--- config.mk ---
export PLATFORM = sky130hd
export DESIGN_NAME = scanline_lane_pair_finder_unit
export DESIGN_NICKNAME = d
export VERILOG_FILES = /design/src/lpf_pkg.sv /design/src/lpf_run_tracker.sv /design/src/lpf_center_ram.sv /design/src/lpf_pair_seq.sv /design/src/scanline_lane_pair_finder_unit.sv
export SDC_FILE = /design/constraint.sdc
export NUM_CORES = 1
export LEC_CHECK = 0
export BUFFER_PORTS_ARGS = -buffer_cell sky130_fd_sc_hd__clkbuf_2
export CAP_MARGIN = 20
export CORE_MARGIN = 4
export CORE_UTILIZATION = 60
export DETAILED_ROUTE_END_ITERATION = 16
export PLACE_DENSITY_LB_ADDON = 0.3
export SETUP_SLACK_MARGIN = 0.05
export SLEW_MARGIN = 25
export SYNTH_ARGS = -nofsm -noshare
export SYNTH_HDL_FRONTEND = slang
export SYNTH_SLANG_ARGS = --single-unit
--- constraint.sdc ---
create_clock -name i_clk -period 5.8 [get_ports i_clk]
set_clock_uncertainty 0.05 [all_clocks]
set_input_delay 1.16 -clock i_clk [delete_from_list [all_inputs] [get_ports i_clk]]
set_output_delay 1.16 -clock i_clk [all_outputs]
set_load 0.01 [all_outputs]
--- src/lpf_pkg.sv ---
`timescale 1ns / 1ps
// ----------------------------------------------------------------------------
// lpf_pkg: shared types and constants of the scanline lane pair finder
// Field widths, register map, reset values, sequencer states and the
// command bundle from the pair sequencer to the run tracker.
// ----------------------------------------------------------------------------
package lpf_pkg;

    localparam int POS_W     = 11;
    localparam int PIX_W     = 8;
    localparam int THR_W     = 8;
    localparam int LW_W      = 8;
    localparam int TW_W      = 11;
    localparam int PADDR_W   = 5;
    localparam int PDATA_W   = 32;
    localparam int REG_IDX_W = 3;

    localparam logic [REG_IDX_W-1:0] REG_THRESH = 3'd0;
    localparam logic [REG_IDX_W-1:0] REG_LW_MIN = 3'd1;
    localparam logic [REG_IDX_W-1:0] REG_LW_MAX = 3'd2;
    localparam logic [REG_IDX_W-1:0] REG_TW_MIN = 3'd3;
    localparam logic [REG_IDX_W-1:0] REG_TW_MAX = 3'd4;

    localparam logic [THR_W-1:0] THRESH_RST = 8'd200;
    localparam logic [LW_W-1:0]  LW_MIN_RST = 8'd3;
    localparam logic [LW_W-1:0]  LW_MAX_RST = 8'd9;
    localparam logic [TW_W-1:0]  TW_MIN_RST = 11'd117;
    localparam logic [TW_W-1:0]  TW_MAX_RST = 11'd143;

    typedef enum logic [2:0] {
        ST_IDLE,
        ST_CLOSE,
        ST_FETCH,
        ST_CHECK,
        ST_FINISH
    } t_seq_state;

    typedef struct packed {
        logic take_pixel;
        logic close_run;
        logic clear_row;
    } t_trk_cmd;

endpackage

--- src/lpf_run_tracker.sv ---
`timescale 1ns / 1ps
// ----------------------------------------------------------------------------
// lpf_run_tracker: column marking and run detection
// Keeps the brightness window, marks columns, follows runs of marked
// columns and writes accepted line centers into the center store.
// ----------------------------------------------------------------------------
module lpf_run_tracker #(
    parameter int MAX_COLS    = 2048,
    parameter int MAX_CENTERS = 8,
    parameter int WINDOW_SIZE = 5,
    localparam int COL_W  = $clog2(MAX_COLS),
    localparam int CIDX_W = $clog2(MAX_CENTERS),
    localparam int CC_W   = $clog2(MAX_CENTERS + 1)
) (
    input  logic                        i_clk,
    input  logic                        i_rst_n,
    input  lpf_pkg::t_trk_cmd           i_cmd,
    input  logic [lpf_pkg::PIX_W-1:0]   i_pixel,
    input  logic [lpf_pkg::THR_W-1:0]   i_thresh,
    input  logic [lpf_pkg::LW_W-1:0]    i_lw_min,
    input  logic [lpf_pkg::LW_W-1:0]    i_lw_max,
    output logic                        o_wr_en,
    output logic [CIDX_W-1:0]           o_wr_addr,
    output logic [COL_W-1:0]            o_wr_data,
    output logic [CC_W-1:0]             o_center_count,
    output logic                        o_overflow
);

    localparam int H      = (WINDOW_SIZE - 1) / 2;
    localparam int HIST_W = (H > 0) ? 2 * H : 1;
    localparam int CNT_W  = $clog2(MAX_COLS + 1);
    localparam int LEN_W  = (CNT_W > lpf_pkg::LW_W) ? CNT_W : lpf_pkg::LW_W;
    localparam logic [HIST_W:0]   WIN_MASK  = (HIST_W + 1)'((1 << (2 * H + 1)) - 1);
    localparam logic [HIST_W-1:0] HIST_MASK = HIST_W'((1 << (2 * H)) - 1);

    logic [HIST_W-1:0] r_hist,   n_hist;
    logic [CNT_W-1:0]  r_count,  n_count;
    logic              r_active, n_active;
    logic [COL_W-1:0]  r_start,  n_start;
    logic [CNT_W-1:0]  r_len,    n_len;
    logic [CC_W-1:0]   r_cc,     n_cc;
    logic              r_ovf,    n_ovf;

    logic              bright;
    logic [HIST_W:0]   window;
    logic              marked;
    logic              col_ok;
    logic              row_room;
    logic [COL_W-1:0]  col;
    logic              len_ok;
    logic              has_space;
    logic              do_close;

    assign bright    = (i_pixel >= i_thresh);
    assign window    = {r_hist, bright} & WIN_MASK;
    assign marked    = |window;
    assign col_ok    = (r_count >= CNT_W'(2 * H));
    assign row_room  = (r_count < CNT_W'(MAX_COLS));
    assign col       = COL_W'(r_count - CNT_W'(H));
    assign len_ok    = (LEN_W'(r_len) >= LEN_W'(i_lw_min)) &&
                       (LEN_W'(r_len) <= LEN_W'(i_lw_max));
    assign has_space = (r_cc < CC_W'(MAX_CENTERS));

    assign o_wr_addr      = r_cc[CIDX_W-1:0];
    assign o_wr_data      = r_start + COL_W'(r_len >> 1);
    assign o_center_count = r_cc;
    assign o_overflow     = r_ovf;

    always_comb begin
        n_hist   = r_hist;
        n_count  = r_count;
        n_active = r_active;
        n_start  = r_start;
        n_len    = r_len;
        n_cc     = r_cc;
        n_ovf    = r_ovf;
        o_wr_en  = 1'b0;
        do_close = 1'b0;
        if (i_cmd.clear_row) begin
            n_hist   = '0;
            n_count  = '0;
            n_active = 1'b0;
            n_start  = '0;
            n_len    = '0;
            n_cc     = '0;
            n_ovf    = 1'b0;
        end else begin
            if (i_cmd.take_pixel && row_room) begin
                n_hist  = window[HIST_W-1:0] & HIST_MASK;
                n_count = r_count + CNT_W'(1);
                if (col_ok) begin
                    if (marked) begin
                        if (!r_active) begin
                            n_active = 1'b1;
                            n_start  = col;
                            n_len    = CNT_W'(1);
                        end else begin
                            n_len = r_len + CNT_W'(1);
                        end
                    end else if (r_active) begin
                        do_close = 1'b1;
                    end
                end
            end else if (i_cmd.close_run) begin
                do_close = 1'b1;
            end
            if (do_close) begin
                // keep the center only if the run length is inside the bounds
                if (r_active && len_ok) begin
                    if (has_space) begin
                        o_wr_en = 1'b1;
                        n_cc    = r_cc + CC_W'(1);
                    end else begin
                        n_ovf = 1'b1;
                    end
                end
                n_active = 1'b0;
                n_len    = '0;
            end
        end
    end

    always_ff @(posedge i_clk) begin
        if (!i_rst_n) begin
            r_hist   <= '0;
            r_count  <= '0;
            r_active <= 1'b0;
            r_start  <= '0;
            r_len    <= '0;
            r_cc     <= '0;
            r_ovf    <= 1'b0;
        end else begin
            r_hist   <= n_hist;
            r_count  <= n_count;
            r_active <= n_active;
            r_start  <= n_start;
            r_len    <= n_len;
            r_cc     <= n_cc;
            r_ovf    <= n_ovf;
        end
    end

endmodule

--- src/lpf_center_ram.sv ---
`timescale 1ns / 1ps
// ----------------------------------------------------------------------------
// lpf_center_ram: line center store
// One write port, two registered read ports.
// ----------------------------------------------------------------------------
module lpf_center_ram #(
    parameter int DEPTH  = 8,
    parameter int DATA_W = 11,
    localparam int ADDR_W = $clog2(DEPTH)
) (
    input  logic              i_clk,
    input  logic              i_wr_en,
    input  logic [ADDR_W-1:0] i_wr_addr,
    input  logic [DATA_W-1:0] i_wr_data,
    input  logic [ADDR_W-1:0] i_rd_addr_a,
    input  logic [ADDR_W-1:0] i_rd_addr_b,
    output logic [DATA_W-1:0] o_rd_data_a,
    output logic [DATA_W-1:0] o_rd_data_b
);

    logic [DATA_W-1:0] r_mem [DEPTH];
    logic [DATA_W-1:0] r_rd_a;
    logic [DATA_W-1:0] r_rd_b;

    always_ff @(posedge i_clk) begin
        if (i_wr_en) begin
            r_mem[i_wr_addr] <= i_wr_data;
        end
        r_rd_a <= r_mem[i_rd_addr_a];
        r_rd_b <= r_mem[i_rd_addr_b];
    end

    assign o_rd_data_a = r_rd_a;
    assign o_rd_data_b = r_rd_b;

endmodule

--- src/lpf_pair_seq.sv ---
`timescale 1ns / 1ps
// ----------------------------------------------------------------------------
// lpf_pair_seq: row-end pair sequencer
// Walks all center pairs through one shared subtract and range compare,
// holds one pending pair so the final one can carry last, and drives the
// output register.
// ----------------------------------------------------------------------------
module lpf_pair_seq #(
    parameter int MAX_COLS    = 2048,
    parameter int MAX_CENTERS = 8,
    localparam int COL_W  = $clog2(MAX_COLS),
    localparam int CIDX_W = $clog2(MAX_CENTERS),
    localparam int CC_W   = $clog2(MAX_CENTERS + 1)
) (
    input  logic                        i_clk,
    input  logic                        i_rst_n,
    input  logic                        i_in_valid,
    input  logic                        i_end_of_row,
    output logic                        o_in_ready,
    output lpf_pkg::t_trk_cmd           o_cmd,
    input  logic [CC_W-1:0]             i_center_count,
    input  logic                        i_overflow,
    output logic [CIDX_W-1:0]           o_rd_addr_a,
    output logic [CIDX_W-1:0]           o_rd_addr_b,
    input  logic [COL_W-1:0]            i_rd_data_a,
    input  logic [COL_W-1:0]            i_rd_data_b,
    input  logic [lpf_pkg::TW_W-1:0]    i_tw_min,
    input  logic [lpf_pkg::TW_W-1:0]    i_tw_max,
    input  logic                        i_out_ready,
    output logic                        o_out_valid,
    output logic [lpf_pkg::POS_W-1:0]   o_left_pos,
    output logic [lpf_pkg::POS_W-1:0]   o_right_pos,
    output logic                        o_pair_valid,
    output logic                        o_centers_dropped,
    output logic                        o_last
);

    localparam int DIST_W = (COL_W > lpf_pkg::TW_W) ? COL_W : lpf_pkg::TW_W;
    localparam int CW1    = CC_W + 1;

    lpf_pkg::t_seq_state r_state, n_state;

    logic [CIDX_W-1:0]         r_i, n_i;
    logic [CIDX_W-1:0]         r_j, n_j;
    logic                      r_pend_v, n_pend_v;
    logic [COL_W-1:0]          r_pend_l, n_pend_l;
    logic [COL_W-1:0]          r_pend_r, n_pend_r;
    logic                      r_out_v, n_out_v;
    logic [lpf_pkg::POS_W-1:0] r_out_l, n_out_l;
    logic [lpf_pkg::POS_W-1:0] r_out_r, n_out_r;
    logic                      r_out_pv, n_out_pv;
    logic                      r_out_drop, n_out_drop;
    logic                      r_out_last, n_out_last;

    logic              in_fire;
    logic              out_free;
    logic [COL_W-1:0]  gap;
    logic              in_range;
    logic              pair_ok;
    logic              hit;
    logic              stall;
    logic              j_next_ok;
    logic              i_next_ok;

    // shared unit: centers are stored in rising order, so b - a is the distance
    assign gap      = i_rd_data_b - i_rd_data_a;
    assign in_range = (DIST_W'(gap) >= DIST_W'(i_tw_min)) &&
                      (DIST_W'(gap) <= DIST_W'(i_tw_max));

    assign in_fire   = i_in_valid && (r_state == lpf_pkg::ST_IDLE);
    assign out_free  = !r_out_v || i_out_ready;
    assign pair_ok   = (CC_W'(r_j) < i_center_count);
    assign hit       = (r_state == lpf_pkg::ST_CHECK) && pair_ok && in_range;
    assign stall     = hit && r_pend_v && !out_free;
    assign j_next_ok = (CW1'(r_j) + CW1'(1)) < CW1'(i_center_count);
    assign i_next_ok = (CW1'(r_i) + CW1'(2)) < CW1'(i_center_count);

    // next state
    always_comb begin
        n_state = r_state;
        case (r_state)
            lpf_pkg::ST_IDLE: begin
                if (in_fire && i_end_of_row) begin
                    n_state = lpf_pkg::ST_CLOSE;
                end
            end
            lpf_pkg::ST_CLOSE: n_state = lpf_pkg::ST_FETCH;
            lpf_pkg::ST_FETCH: n_state = lpf_pkg::ST_CHECK;
            lpf_pkg::ST_CHECK: begin
                if (!stall) begin
                    if (j_next_ok || i_next_ok) begin
                        n_state = lpf_pkg::ST_FETCH;
                    end else begin
                        n_state = lpf_pkg::ST_FINISH;
                    end
                end
            end
            lpf_pkg::ST_FINISH: begin
                if (out_free) begin
                    n_state = lpf_pkg::ST_IDLE;
                end
            end
            default: n_state = lpf_pkg::ST_IDLE;
        endcase
    end

    // state outputs
    always_comb begin
        o_in_ready         = (r_state == lpf_pkg::ST_IDLE);
        o_cmd.take_pixel   = in_fire;
        o_cmd.close_run    = (r_state == lpf_pkg::ST_CLOSE);
        o_cmd.clear_row    = (r_state == lpf_pkg::ST_FINISH) && out_free;
    end

    // indices, pending pair and output register
    always_comb begin
        n_i        = r_i;
        n_j        = r_j;
        n_pend_v   = r_pend_v;
        n_pend_l   = r_pend_l;
        n_pend_r   = r_pend_r;
        n_out_v    = r_out_v && !i_out_ready;
        n_out_l    = r_out_l;
        n_out_r    = r_out_r;
        n_out_pv   = r_out_pv;
        n_out_drop = r_out_drop;
        n_out_last = r_out_last;
        case (r_state)
            lpf_pkg::ST_CLOSE: begin
                n_i      = '0;
                n_j      = CIDX_W'(1);
                n_pend_v = 1'b0;
            end
            lpf_pkg::ST_CHECK: begin
                if (!stall) begin
                    if (hit) begin
                        // push the older pair out, it is not the last one
                        if (r_pend_v) begin
                            n_out_v    = 1'b1;
                            n_out_l    = lpf_pkg::POS_W'(r_pend_l);
                            n_out_r    = lpf_pkg::POS_W'(r_pend_r);
                            n_out_pv   = 1'b1;
                            n_out_drop = i_overflow;
                            n_out_last = 1'b0;
                        end
                        n_pend_v = 1'b1;
                        n_pend_l = i_rd_data_a;
                        n_pend_r = i_rd_data_b;
                    end
                    if (j_next_ok) begin
                        n_j = CIDX_W'(r_j + CIDX_W'(1));
                    end else if (i_next_ok) begin
                        n_i = CIDX_W'(r_i + CIDX_W'(1));
                        n_j = CIDX_W'(CW1'(r_i) + CW1'(2));
                    end
                end
            end
            lpf_pkg::ST_FINISH: begin
                if (out_free) begin
                    n_out_v    = 1'b1;
                    n_out_pv   = r_pend_v;
                    n_out_l    = r_pend_v ? lpf_pkg::POS_W'(r_pend_l) : '0;
                    n_out_r    = r_pend_v ? lpf_pkg::POS_W'(r_pend_r) : '0;
                    n_out_drop = i_overflow;
                    n_out_last = 1'b1;
                    n_pend_v   = 1'b0;
                end
            end
            default: ;
        endcase
    end

    always_ff @(posedge i_clk) begin
        if (!i_rst_n) begin
            r_state  <= lpf_pkg::ST_IDLE;
            r_i      <= '0;
            r_j      <= '0;
            r_pend_v <= 1'b0;
            r_out_v  <= 1'b0;
        end else begin
            r_state  <= n_state;
            r_i      <= n_i;
            r_j      <= n_j;
            r_pend_v <= n_pend_v;
            r_out_v  <= n_out_v;
        end
    end

    always_ff @(posedge i_clk) begin
        r_pend_l   <= n_pend_l;
        r_pend_r   <= n_pend_r;
        r_out_l    <= n_out_l;
        r_out_r    <= n_out_r;
        r_out_pv   <= n_out_pv;
        r_out_drop <= n_out_drop;
        r_out_last <= n_out_last;
    end

    assign o_rd_addr_a       = r_i;
    assign o_rd_addr_b       = r_j;
    assign o_out_valid       = r_out_v;
    assign o_left_pos        = r_out_l;
    assign o_right_pos       = r_out_r;
    assign o_pair_valid      = r_out_pv;
    assign o_centers_dropped = r_out_drop;
    assign o_last            = r_out_last;

endmodule

--- src/scanline_lane_pair_finder_unit.sv ---
`timescale 1ns / 1ps
// ----------------------------------------------------------------------------
// scanline_lane_pair_finder_unit: scan row lane pair finder
// Marks bright columns of a grey scan row, turns runs of suitable width
// into line centers and, at row end, reports every center pair whose
// distance fits the track width bounds.
// ----------------------------------------------------------------------------
//
//  Channel   Direction  Handshake                 Payload
//  --------  ---------  ------------------------  --------------------------------
//  pixel in  in         i_in_valid / o_in_ready   i_pixel, i_end_of_row
//  pair out  out        o_out_valid / i_out_ready o_left_pos, o_right_pos,
//                                                 o_pair_valid, o_centers_dropped,
//                                                 o_last
//  config    in         APB psel/penable/pwrite   paddr, pwdata, prdata, pready
//
//  A mid-row pixel is taken in the idle state and folded into the window
//  and run logic at the same edge.
//  A row-end pixel adds a close state that ends the open run, then a fetch
//  and a check state per center pair (read, then subtract and compare in the
//  shared distance unit), at least one such pass even with fewer than two
//  centers and at most MAX_CENTERS*(MAX_CENTERS-1)/2 pairs, and a finish state
//  that flushes the final result; the input stays not ready throughout.
//  Reset is synchronous, active low; it restores register defaults and
//  clears row state. The center store has no reset.
//  A stalled output holds the sequencer only when a new result needs the
//  output register; otherwise the next row's pixels keep flowing.
//
module scanline_lane_pair_finder_unit #(
    parameter int MAX_COLS    = 2048,
    parameter int MAX_CENTERS = 8,
    parameter int WINDOW_SIZE = 5
) (
    input  logic                          i_clk,
    input  logic                          i_rst_n,
    // pixel input
    input  logic                          i_in_valid,
    output logic                          o_in_ready,
    input  logic [lpf_pkg::PIX_W-1:0]     i_pixel,
    input  logic                          i_end_of_row,
    // pair output
    output logic                          o_out_valid,
    input  logic                          i_out_ready,
    output logic [lpf_pkg::POS_W-1:0]     o_left_pos,
    output logic [lpf_pkg::POS_W-1:0]     o_right_pos,
    output logic                          o_pair_valid,
    output logic                          o_centers_dropped,
    output logic                          o_last,
    // configuration
    input  logic                          psel,
    input  logic                          penable,
    input  logic                          pwrite,
    input  logic [lpf_pkg::PADDR_W-1:0]   paddr,
    input  logic [lpf_pkg::PDATA_W-1:0]   pwdata,
    output logic [lpf_pkg::PDATA_W-1:0]   prdata,
    output logic                          pready
);

    localparam int COL_W  = $clog2(MAX_COLS);
    localparam int CIDX_W = $clog2(MAX_CENTERS);
    localparam int CC_W   = $clog2(MAX_CENTERS + 1);

    // configuration registers
    logic [lpf_pkg::THR_W-1:0] r_thresh;
    logic [lpf_pkg::LW_W-1:0]  r_lw_min;
    logic [lpf_pkg::LW_W-1:0]  r_lw_max;
    logic [lpf_pkg::TW_W-1:0]  r_tw_min;
    logic [lpf_pkg::TW_W-1:0]  r_tw_max;

    logic                              cfg_wr;
    logic [lpf_pkg::REG_IDX_W-1:0]     reg_idx;

    lpf_pkg::t_trk_cmd  trk_cmd;
    logic               wr_en;
    logic [CIDX_W-1:0]  wr_addr;
    logic [COL_W-1:0]   wr_data;
    logic [CC_W-1:0]    center_count;
    logic               overflow;
    logic [CIDX_W-1:0]  rd_addr_a;
    logic [CIDX_W-1:0]  rd_addr_b;
    logic [COL_W-1:0]   rd_data_a;
    logic [COL_W-1:0]   rd_data_b;

    // the bus never waits; a write lands on the access cycle
    assign pready  = 1'b1;
    assign reg_idx = paddr[lpf_pkg::PADDR_W-1:2];
    assign cfg_wr  = psel && penable && pwrite && pready;

    always_ff @(posedge i_clk) begin
        if (!i_rst_n) begin
            r_thresh <= lpf_pkg::THRESH_RST;
            r_lw_min <= lpf_pkg::LW_MIN_RST;
            r_lw_max <= lpf_pkg::LW_MAX_RST;
            r_tw_min <= lpf_pkg::TW_MIN_RST;
            r_tw_max <= lpf_pkg::TW_MAX_RST;
        end else if (cfg_wr) begin
            case (reg_idx)
                lpf_pkg::REG_THRESH: r_thresh <= pwdata[lpf_pkg::THR_W-1:0];
                lpf_pkg::REG_LW_MIN: r_lw_min <= pwdata[lpf_pkg::LW_W-1:0];
                lpf_pkg::REG_LW_MAX: r_lw_max <= pwdata[lpf_pkg::LW_W-1:0];
                lpf_pkg::REG_TW_MIN: r_tw_min <= pwdata[lpf_pkg::TW_W-1:0];
                lpf_pkg::REG_TW_MAX: r_tw_max <= pwdata[lpf_pkg::TW_W-1:0];
                default: ;  // drop writes outside the map
            endcase
        end
    end

    // read back, zero-extended; unmapped addresses read zero
    always_comb begin
        case (reg_idx)
            lpf_pkg::REG_THRESH: prdata = lpf_pkg::PDATA_W'(r_thresh);
            lpf_pkg::REG_LW_MIN: prdata = lpf_pkg::PDATA_W'(r_lw_min);
            lpf_pkg::REG_LW_MAX: prdata = lpf_pkg::PDATA_W'(r_lw_max);
            lpf_pkg::REG_TW_MIN: prdata = lpf_pkg::PDATA_W'(r_tw_min);
            lpf_pkg::REG_TW_MAX: prdata = lpf_pkg::PDATA_W'(r_tw_max);
            default:             prdata = '0;
        endcase
    end

    // window, marking and run tracking; writes centers into the store
    lpf_run_tracker #(
        .MAX_COLS    (MAX_COLS),
        .MAX_CENTERS (MAX_CENTERS),
        .WINDOW_SIZE (WINDOW_SIZE)
    ) u_tracker (
        .i_clk          (i_clk),
        .i_rst_n        (i_rst_n),
        .i_cmd          (trk_cmd),
        .i_pixel        (i_pixel),
        .i_thresh       (r_thresh),
        .i_lw_min       (r_lw_min),
        .i_lw_max       (r_lw_max),
        .o_wr_en        (wr_en),
        .o_wr_addr      (wr_addr),
        .o_wr_data      (wr_data),
        .o_center_count (center_count),
        .o_overflow     (overflow)
    );

    // center store, read at both pair indices
    lpf_center_ram #(
        .DEPTH  (MAX_CENTERS),
        .DATA_W (COL_W)
    ) u_centers (
        .i_clk       (i_clk),
        .i_wr_en     (wr_en),
        .i_wr_addr   (wr_addr),
        .i_wr_data   (wr_data),
        .i_rd_addr_a (rd_addr_a),
        .i_rd_addr_b (rd_addr_b),
        .o_rd_data_a (rd_data_a),
        .o_rd_data_b (rd_data_b)
    );

    // handshake, row-end sequencing and pair enumeration
    lpf_pair_seq #(
        .MAX_COLS    (MAX_COLS),
        .MAX_CENTERS (MAX_CENTERS)
    ) u_seq (
        .i_clk             (i_clk),
        .i_rst_n           (i_rst_n),
        .i_in_valid        (i_in_valid),
        .i_end_of_row      (i_end_of_row),
        .o_in_ready        (o_in_ready),
        .o_cmd             (trk_cmd),
        .i_center_count    (center_count),
        .i_overflow        (overflow),
        .o_rd_addr_a       (rd_addr_a),
        .o_rd_addr_b       (rd_addr_b),
        .i_rd_data_a       (rd_data_a),
        .i_rd_data_b       (rd_data_b),
        .i_tw_min          (r_tw_min),
        .i_tw_max          (r_tw_max),
        .i_out_ready       (i_out_ready),
        .o_out_valid       (o_out_valid),
        .o_left_pos        (o_left_pos),
        .o_right_pos       (o_right_pos),
        .o_pair_valid      (o_pair_valid),
        .o_centers_dropped (o_centers_dropped),
        .o_last            (o_last)
    );

endmodule

==> results by group, run 1 <==
Run status
  – Outcome: finished clean

Route
  – Final routed DRC violation total: 0
  – Vias per cell: 5.91
  – Via count: 8871
  – 1st-iter DRT viols: 539
  – WL/cell: 18.6 microns
  – DRT antenna net count: 0
  – 1st-pass router iterations: 5
  – DRT Wirelength: 28000 microns

Timing
  – Fmax: 0.218 GHz
  – Minimum clock period: 4.59 ns
  – Period utilization: 79.1%
  – Total negative slack: 0 ns
  – Slew of the pin with the lowest slew margin: 1.03 ns
  – Rel. slew slack: 31.0%
  – Final Max Tran Viols: 0
  – Final Hold Vio Count: 0
  – Setup Viol. Count Final: 0
  – RSZ-0062 raised after global routing: false
  – Worst setup margin: 1.21 ns
  – Hold WS: 0.387 ns

Worst setup path
  – Most frequent CP cell: o21ai_0
  – Arrival time at the worst endpoint: 4.96 ns
  – Setup crit end kind: flip-flop
  – Slowest CP cell: nor3_2
  – Critical path, cell by cell: inv_1 -> ha_1 -> fa_1 -> nor2b_1 -> o21ai_0 -> a21boi_0 -> o21ai_0 -> a21oi_1 -> nor4_1 -> or3_1 -> ha_1 -> a21oi_1 -> o21ai_0 -> nor4_1 -> o2bb2ai_1 -> nor3_2 -> nor3_1 -> o221a_2
  – Crit path largest cell delay: 0.49 ns
  – Flop2flop setup slack: 1.21 ns
  – Register-to-Register Path Depth: 18
  – Critical path class: flip-flop to flip-flop
  – CP Launch Type: flip-flop
  – Critical R2R Capture: u_seq.o_rd_addr_b[0]$_SDFFE_PN0P_
  – R2r startpoint: u_centers.o_rd_data_b[0]$_DFF_P_
  – Req. time, crit path: 6.17 ns
  – Critical-path maximum fanout: 10

Global route
  – GR Util met2: 40.8%
  – Total GRT Usage: 23.7%
  – Initial antenna violation count: 1
  – Vias in the first global route: 8817
  – Largest net degree at the start of global routing: 35
  – Grt total ovfl: 0
  – First-pass GRT wire length: 45800 microns
  – GR Util met1: 31.2%
  – GR Util met3: 3.20%
  – Gr busiest metal: met2

Min path
  – Hold Path Class: flip-flop to flip-flop
  – Hold Path Depth: 0
  – Hold endpoint: u_seq.r_pend_l[0]$_DFFE_PP_
  – Origin of the worst min-delay path: u_centers.o_rd_data_a[0]$_DFF_P_

Cells and area
  – Post-Layout Inst Area: 14400 sq um
  – Largest register FFs: 88
  – Post-layout instance count excluding filler cells: 1501
  – Largest regs: u_centers.r_mem: 88 flops, u_tracker.r_count: 12 flops, u_tracker.r_len: 12 flops
  – Fin nets: 1344
  – Top reg by flops: u_centers.r_mem
  – Syn-to-layout area delta: 10.9%
  – Inserted Diodes: 0
  – Share of layout cells above drive strength 1: 17.0%

Yosys
  – Mapped Avg Cell Area: 11.2 sq um
  – Synth Flop Type: edfxtp_1
  – Number of enable flip-flop cells after synthesis: 135
  – Synth warn: 0
  – Yosys cell types: 64
  – Ranking of synthesized cells by area: edfxtp_1, dfxtp_1, ha_1, mux4_2, nand2_1
  – Post-Synthesis Cells: 1154
  – Async SR Flop Fraction: 0%
  – Yosys top cell area share: 31.3%
  – Mapped Area: 13000 sq um
  – Most numerous cell in the Yosys netlist: edfxtp_1
  – Register area share after synthesis: 50.4%
  – FF+latch count, synth: 259
  – Dominant cell type by area after synthesis: edfxtp_1
  – Commonest cells post-synth: edfxtp_1, dfxtp_1, nand2_1

Placed design
  – Post-placement cell count: 1453
  – Setup Slack @ Placement: 1.24 ns
  – DP HPWL: 19400 microns
  – Placed Area: 13500 sq um
  – Buffers on Ports: 67
  – Routability Congestion: 0.845

Pwr
  – PwrDens: 259 nW/um^2
  – Static leakage: 0.00496 uW
  – Max rail drop VDD: 0.175 mV

Floorplanning
  – Boundary pin count: 113
  – Die area: 24000 sq um
  – Core Footprint: 21200 sq um
  – Initial cell density of the core: 61.3%
  – DIE WIDTH: 155 microns
  – Die Y: 155 microns
  – # rows: 53

CTS
  – Worst-skew pair later-pin latency: 0.53 ns
  – CTS tree: built
  – Hold_buf cts: 0
  – Post-CTS setup repair buffer count: 0
  – H-tree Lvls: 1
  – Clock Path Buffers: 3
  – Root Driver: clkbuf_16
  – # clock sinks: 259
  – Cts repair resizes: 0
  – Reg clk slew, reported paths: 0.06 ns
  – CTS Buf Count: 26

Flow run
  – Max Cap Viol: 0
metrics by stage:
step / power [uW] / utilization [%]
after global routing: 3850 / 68.0
after CTS: 3750 / 68.0
after detailed placement: 2110 / 63.9
after global placement: 2110 / 63.9
final: 3720 / 68.0
after floorplan: 2080 / -
how the worst max path moves through the flow:
| stage | start | endpoint | slack, ns | cells after the start |
|---|---|---|---|---|
| finish | u_centers.o_rd_data_b[0]$_DFF_P_ | u_seq.o_rd_addr_b[0]$_SDFFE_PN0P_ | 1.21 | 18 |
| global placement | i_pixel[2] | u_centers.r_mem[3][8]$_DFFE_PP_ | 1.38 | 8 |
| floorplan | u_centers.o_rd_data_b[0]$_DFF_P_ | u_seq.o_centers_dropped$_DFFE_PP_ | 1.05 | 18 |
| detailed placement | u_centers.o_rd_data_b[0]$_DFF_P_ | u_seq.o_rd_addr_b[0]$_SDFFE_PN0P_ | 1.24 | 18 |
| CTS | u_centers.o_rd_data_b[0]$_DFF_P_ | u_seq.o_rd_addr_b[0]$_SDFFE_PN0P_ | 1.22 | 18 |
| global route | u_centers.o_rd_data_b[0]$_DFF_P_ | u_seq.o_rd_addr_b[0]$_SDFFE_PN0P_ | 0.74 | 18 |
final cells by class:
class                           count  area, sq um
Clock buffer                       44          800
Sequential cell                   259         6540
Inverter                           77          289
Multi-Input combinational cell    763         5930
Timing Repair Buffer               79          425
Clock inverter                      4         55.1
Fill cell                        1524         6780
Tap cell                          275          344
placed cells by master (no fill, tap or decap), types with 4 or more instances in the layout:
master	instances
clkbuf_1	11
nor2b_1	33
mux2_2	23
o22ai_1	10
and3_1	9
inv_1	76
nand3b_1	4
or4_1	5
xnor2_1	21
o31ai_1	4
nor2_1	81
clkbuf_2	67
o211ai_1	15
or2_2	8
edfxtp_1	135
nor4_1	7
mux4_2	44
buf_4	12
a21o_1	4
nand3_1	23
xor2_1	21
a22oi_1	16
and2_1	8
ha_1	83
a21oi_1	56
conb_1	22
a211oi_1	11
o21ai_0	36
mux2i_1	20
nor4_4	6
nand4_1	15
clkbuf_8	6
clkbuf_16	27
a31oi_1	5
nor3_1	20
nand2_1	102
or3_1	6
nand2b_1	10
dfxtp_1	124
where the power goes:
part,internal (uW),switching [uW]
Combinational,53.5,91.3
Clock,980,669
Sequential,1920,12.1
cells by family (layout without fill, tap and decap cells):
family | after synthesis | after routing | synth area share [%]
buf+inv | 152 | 204 | 5.19
fa+ha+maj | 85 | 85 | 8.32
compound gates | 177 | 177 | 8.55
simple gates | 350 | 350 | 13.4
flops | 259 | 259 | 50.4
other cells | 2 | 22 | 0.0580
xor+xnor | 42 | 42 | 2.84
mux | 87 | 87 | 11.2
critical path: cells and delay by family (launching register included):
kind | cells | cell delay [ns]
compound gates | 8 | 1.49
buf+inv | 1 | 0.05
fa+ha+maj | 3 | 0.95
flops | 1 | 0.33
simple gates | 6 | 1.61
metal layers:
metal,vias up,wire length [microns]
li1,4260,-
met1,4290,11900
met2,260,13700
met3,61,1610
met4,0,817
met5,-,0
Note: power is estimated with default switching activity, not from simulation.
==> run 2, diff against run 1 <==
CORE_UTILIZATION = 54   (was 60)
clock period = 3.95 ns   (was 5.8 ns; I/O delays follow)
==> run 2 against run 1 <==
Non-clock buffer count up 39. Hold slack got worse by 0.0076 ns. Clock-buffer cell count down 11. Sequential power rose by 47%. Final cell count rose by 5.6%. Core utilization fell by 4.4 points. Die area up 11%. Clock power grew 50%. Worst setup slack worse by 1.2 ns. Wire length increased by 3.1%. Sequential share of layout area shrank 1.8 points. Critical endpoint is now u_seq.o_right_pos[8]$_DFFE_PP_.
==> results by group, run 2 (synthesized netlist as in run 1, its figures left out) <==
Run status
  – Outcome: finished clean

Pwr
  – Max rail drop VDD: 0.304 mV
  – PwrDens: 370 nW/um^2
  – Static leakage: 0.00526 uW

Cells and area
  – Top reg by flops: u_centers.r_mem
  – Layout filler cell count: 1799
  – Most frequent cells in the layout: edfxtp_1, dfxtp_1, nand2_1
  – Syn-to-layout area delta: 15.5%
  – Fin util: 63.6%
  – Post-Layout Inst Area: 15000 sq um
  – Largest register FFs: 88
  – Most common cell after layout, fill and taps aside: edfxtp_1
  – Largest regs: u_centers.r_mem: 88 flops, u_tracker.r_count: 12 flops, u_tracker.r_len: 12 flops
  – Inserted Diodes: 0
  – Fin nets: 1384
  – Share of layout cells above drive strength 1: 22.0%

Timing
  – Period utilization: 99.8%
  – Setup Viol. Count Final: 0
  – RSZ-0062 raised after global routing: true
  – Slew of the pin with the lowest slew margin: 0.992 ns
  – Final Max Tran Viols: 0
  – Minimum clock period: 3.94 ns
  – Final Hold Vio Count: 0
  – Worst setup margin: 0.00843 ns
  – Fmax: 0.254 GHz
  – Rel. slew slack: 33.6%

Global route
  – Initial antenna violation count: 0
  – Total GRT Usage: 21.6%
  – Largest net degree at the start of global routing: 35
  – Grt total ovfl: 0
  – First-pass GRT wire length: 45700 microns
  – Vias in the first global route: 8819

Route
  – Met1 wire length: 12000 microns
  – DRT Wirelength: 28900 microns
  – Max layer used: met4
  – Final routed DRC violation total: 0
  – Met3 routed WL: 1810 microns
  – Met2 wire length: 14300 microns
  – Via count: 8983
  – 1st-iter DRT viols: 693
  – DRT antenna net count: 0
  – WL/cell: 18.2 microns
  – Vias per cell: 5.67
  – 1st-pass router iterations: 7

Worst setup path
  – Most frequent CP cell: o21ai_2
  – R2r startpoint: u_centers.o_rd_data_b[0]$_DFF_P_
  – CP endpoint: u_seq.o_right_pos[8]$_DFFE_PP_
  – Register-to-Register Path Depth: 20
  – Slowest CP cell: or3_4
  – Setup crit end kind: flip-flop
  – Critical path, cell by cell: inv_2 -> ha_4 -> fa_2 -> nor2b_2 -> o21ai_2 -> a21boi_2 -> o21ai_2 -> a21oi_2 -> nor4_2 -> or3_4 -> ha_4 -> a21oi_4 -> o21ai_2 -> nor4_2 -> o2bb2ai_2 -> nor2_2 -> a21oi_2 -> nor2_4 -> buf_6 -> clkbuf_16
  – CP Launch Type: flip-flop
  – Flop2flop setup slack: 0.008 ns
  – Critical-path maximum fanout: 6
  – Crit path launch: u_centers.o_rd_data_b[0]$_DFF_P_
  – Critical path class: flip-flop to flip-flop
  – Crit path largest cell delay: 0.41 ns
  – Critical R2R Capture: u_seq.o_right_pos[8]$_DFFE_PP_
  – Req. time, crit path: 4.16 ns
  – Arrival time at the worst endpoint: 4.16 ns

CTS
  – CTS tree: built
  – Root Driver: clkbuf_16
  – Reg clk slew, reported paths: 0.06 ns
  – Hold_buf cts: 0
  – H-tree Lvls: 1
  – Clock Path Buffers: 3
  – Worst-skew pair later-pin latency: 0.54 ns
  – # clock sinks: 259
  – CTS Buf Count: 27

Floorplanning
  – # rows: 56
  – Die Y: 163 microns
  – Core Footprint: 23500 sq um
  – Initial cell density of the core: 55.0%
  – Boundary pin count: 113
  – DIE WIDTH: 163 microns
  – Die area: 26500 sq um

Placed design
  – Placed Area: 13800 sq um
  – Buffers on Ports: 67
  – DP HPWL: 19600 microns
  – Setup Slack @ Placement: -0.0892 ns
  – Routability Congestion: 0.838

Min path
  – Origin of the worst min-delay path: u_centers.o_rd_data_a[5]$_DFF_P_
  – Hold Path Class: flip-flop to flip-flop

Flow run
  – Max Cap Viol: 0
[run 2: cell types whose count changed in the layout (fill, tap and decap cells not counted), sizes merged]
cell / delta
clkinv: +9
clkinvlp: +1
inv: +2
clkbuf: -8
buf: +36
[run 2: how the worst min path moves through the flow]
stage                                              to  slack, ns  cells after the start
after floorplan           u_seq.r_pend_l[2]$_DFFE_PP_       0.36                      0
after global placement    u_seq.r_pend_r[0]$_DFFE_PP_       0.36                      0
after detailed placement  u_seq.r_pend_r[0]$_DFFE_PP_       0.36                      0
after CTS                 u_seq.r_pend_r[0]$_DFFE_PP_       0.38                      0
after global routing      u_seq.r_pend_r[0]$_DFFE_PP_       0.39                      0
final                     u_seq.r_pend_l[5]$_DFFE_PP_       0.38                      0
[run 2: power breakdown]
part / switching, uW / total [uW] / leakage (uW) / internal [uW]
Combinational: 142 / 228 / 0.00288 / 86.0
Clock: 1060 / 2480 / 0.000432 / 1420
Sequential: 13.3 / 2830 / 0.00195 / 2820
Total: 1220 / 5540 / 0.00526 / 4320
[run 2: stage by stage]
stage               TNS [ns]  cells  hold slack, ns  power [uW]
floorplan                  0   1174           0.358        3050
global placement           0   1524           0.365        3100
detailed placement     -3.29   1524           0.364        3110
CTS                        0   1579           0.378        5570
global route           -4.41   1585           0.393        5730
finish                     0   1585           0.380        5540
[run 2: metal layers]
layer	global-route usage [%]	up-vias
met2	38.1	290
met5	0	-
li1	-	4341
met3	2.91	50
met1	27.9	4302
met4	6.40	0
[run 2: area by class of cell]
cell class	instances	area, sq um	share of cell area [%]
Sequential cell	259	6540	43.7
Clock buffer	33	749	5.01
Timing Repair Buffer	118	840	5.61
Tap cell	319	399	2.67
Clock inverter	16	129	0.861
Multi-Input combinational cell	763	6020	40.2
Inverter	77	289	1.93
[run 2: worst max-delay path, delay by kind of cell, from the launching register on]
family                     cells  cell delay (ns)
and+or+nand+nor                6             1.20
adders and majority gates      3             0.77
DFF                            1             0.33
buffers and inverters          3             0.33
AOI/OAI and AO/OA              8             0.98
[run 2: what timing repair did]
| item | 4_1_cts | 5_1_grt |
|---|---|---|
| gates resized for setup | 10 | 22 |
| buffers inserted | 5 | 2 |
| pin swaps | 11 | 10 |
| endpoints found under the setup margin | 54 | 56 |
| cloned | 1 | 4 |
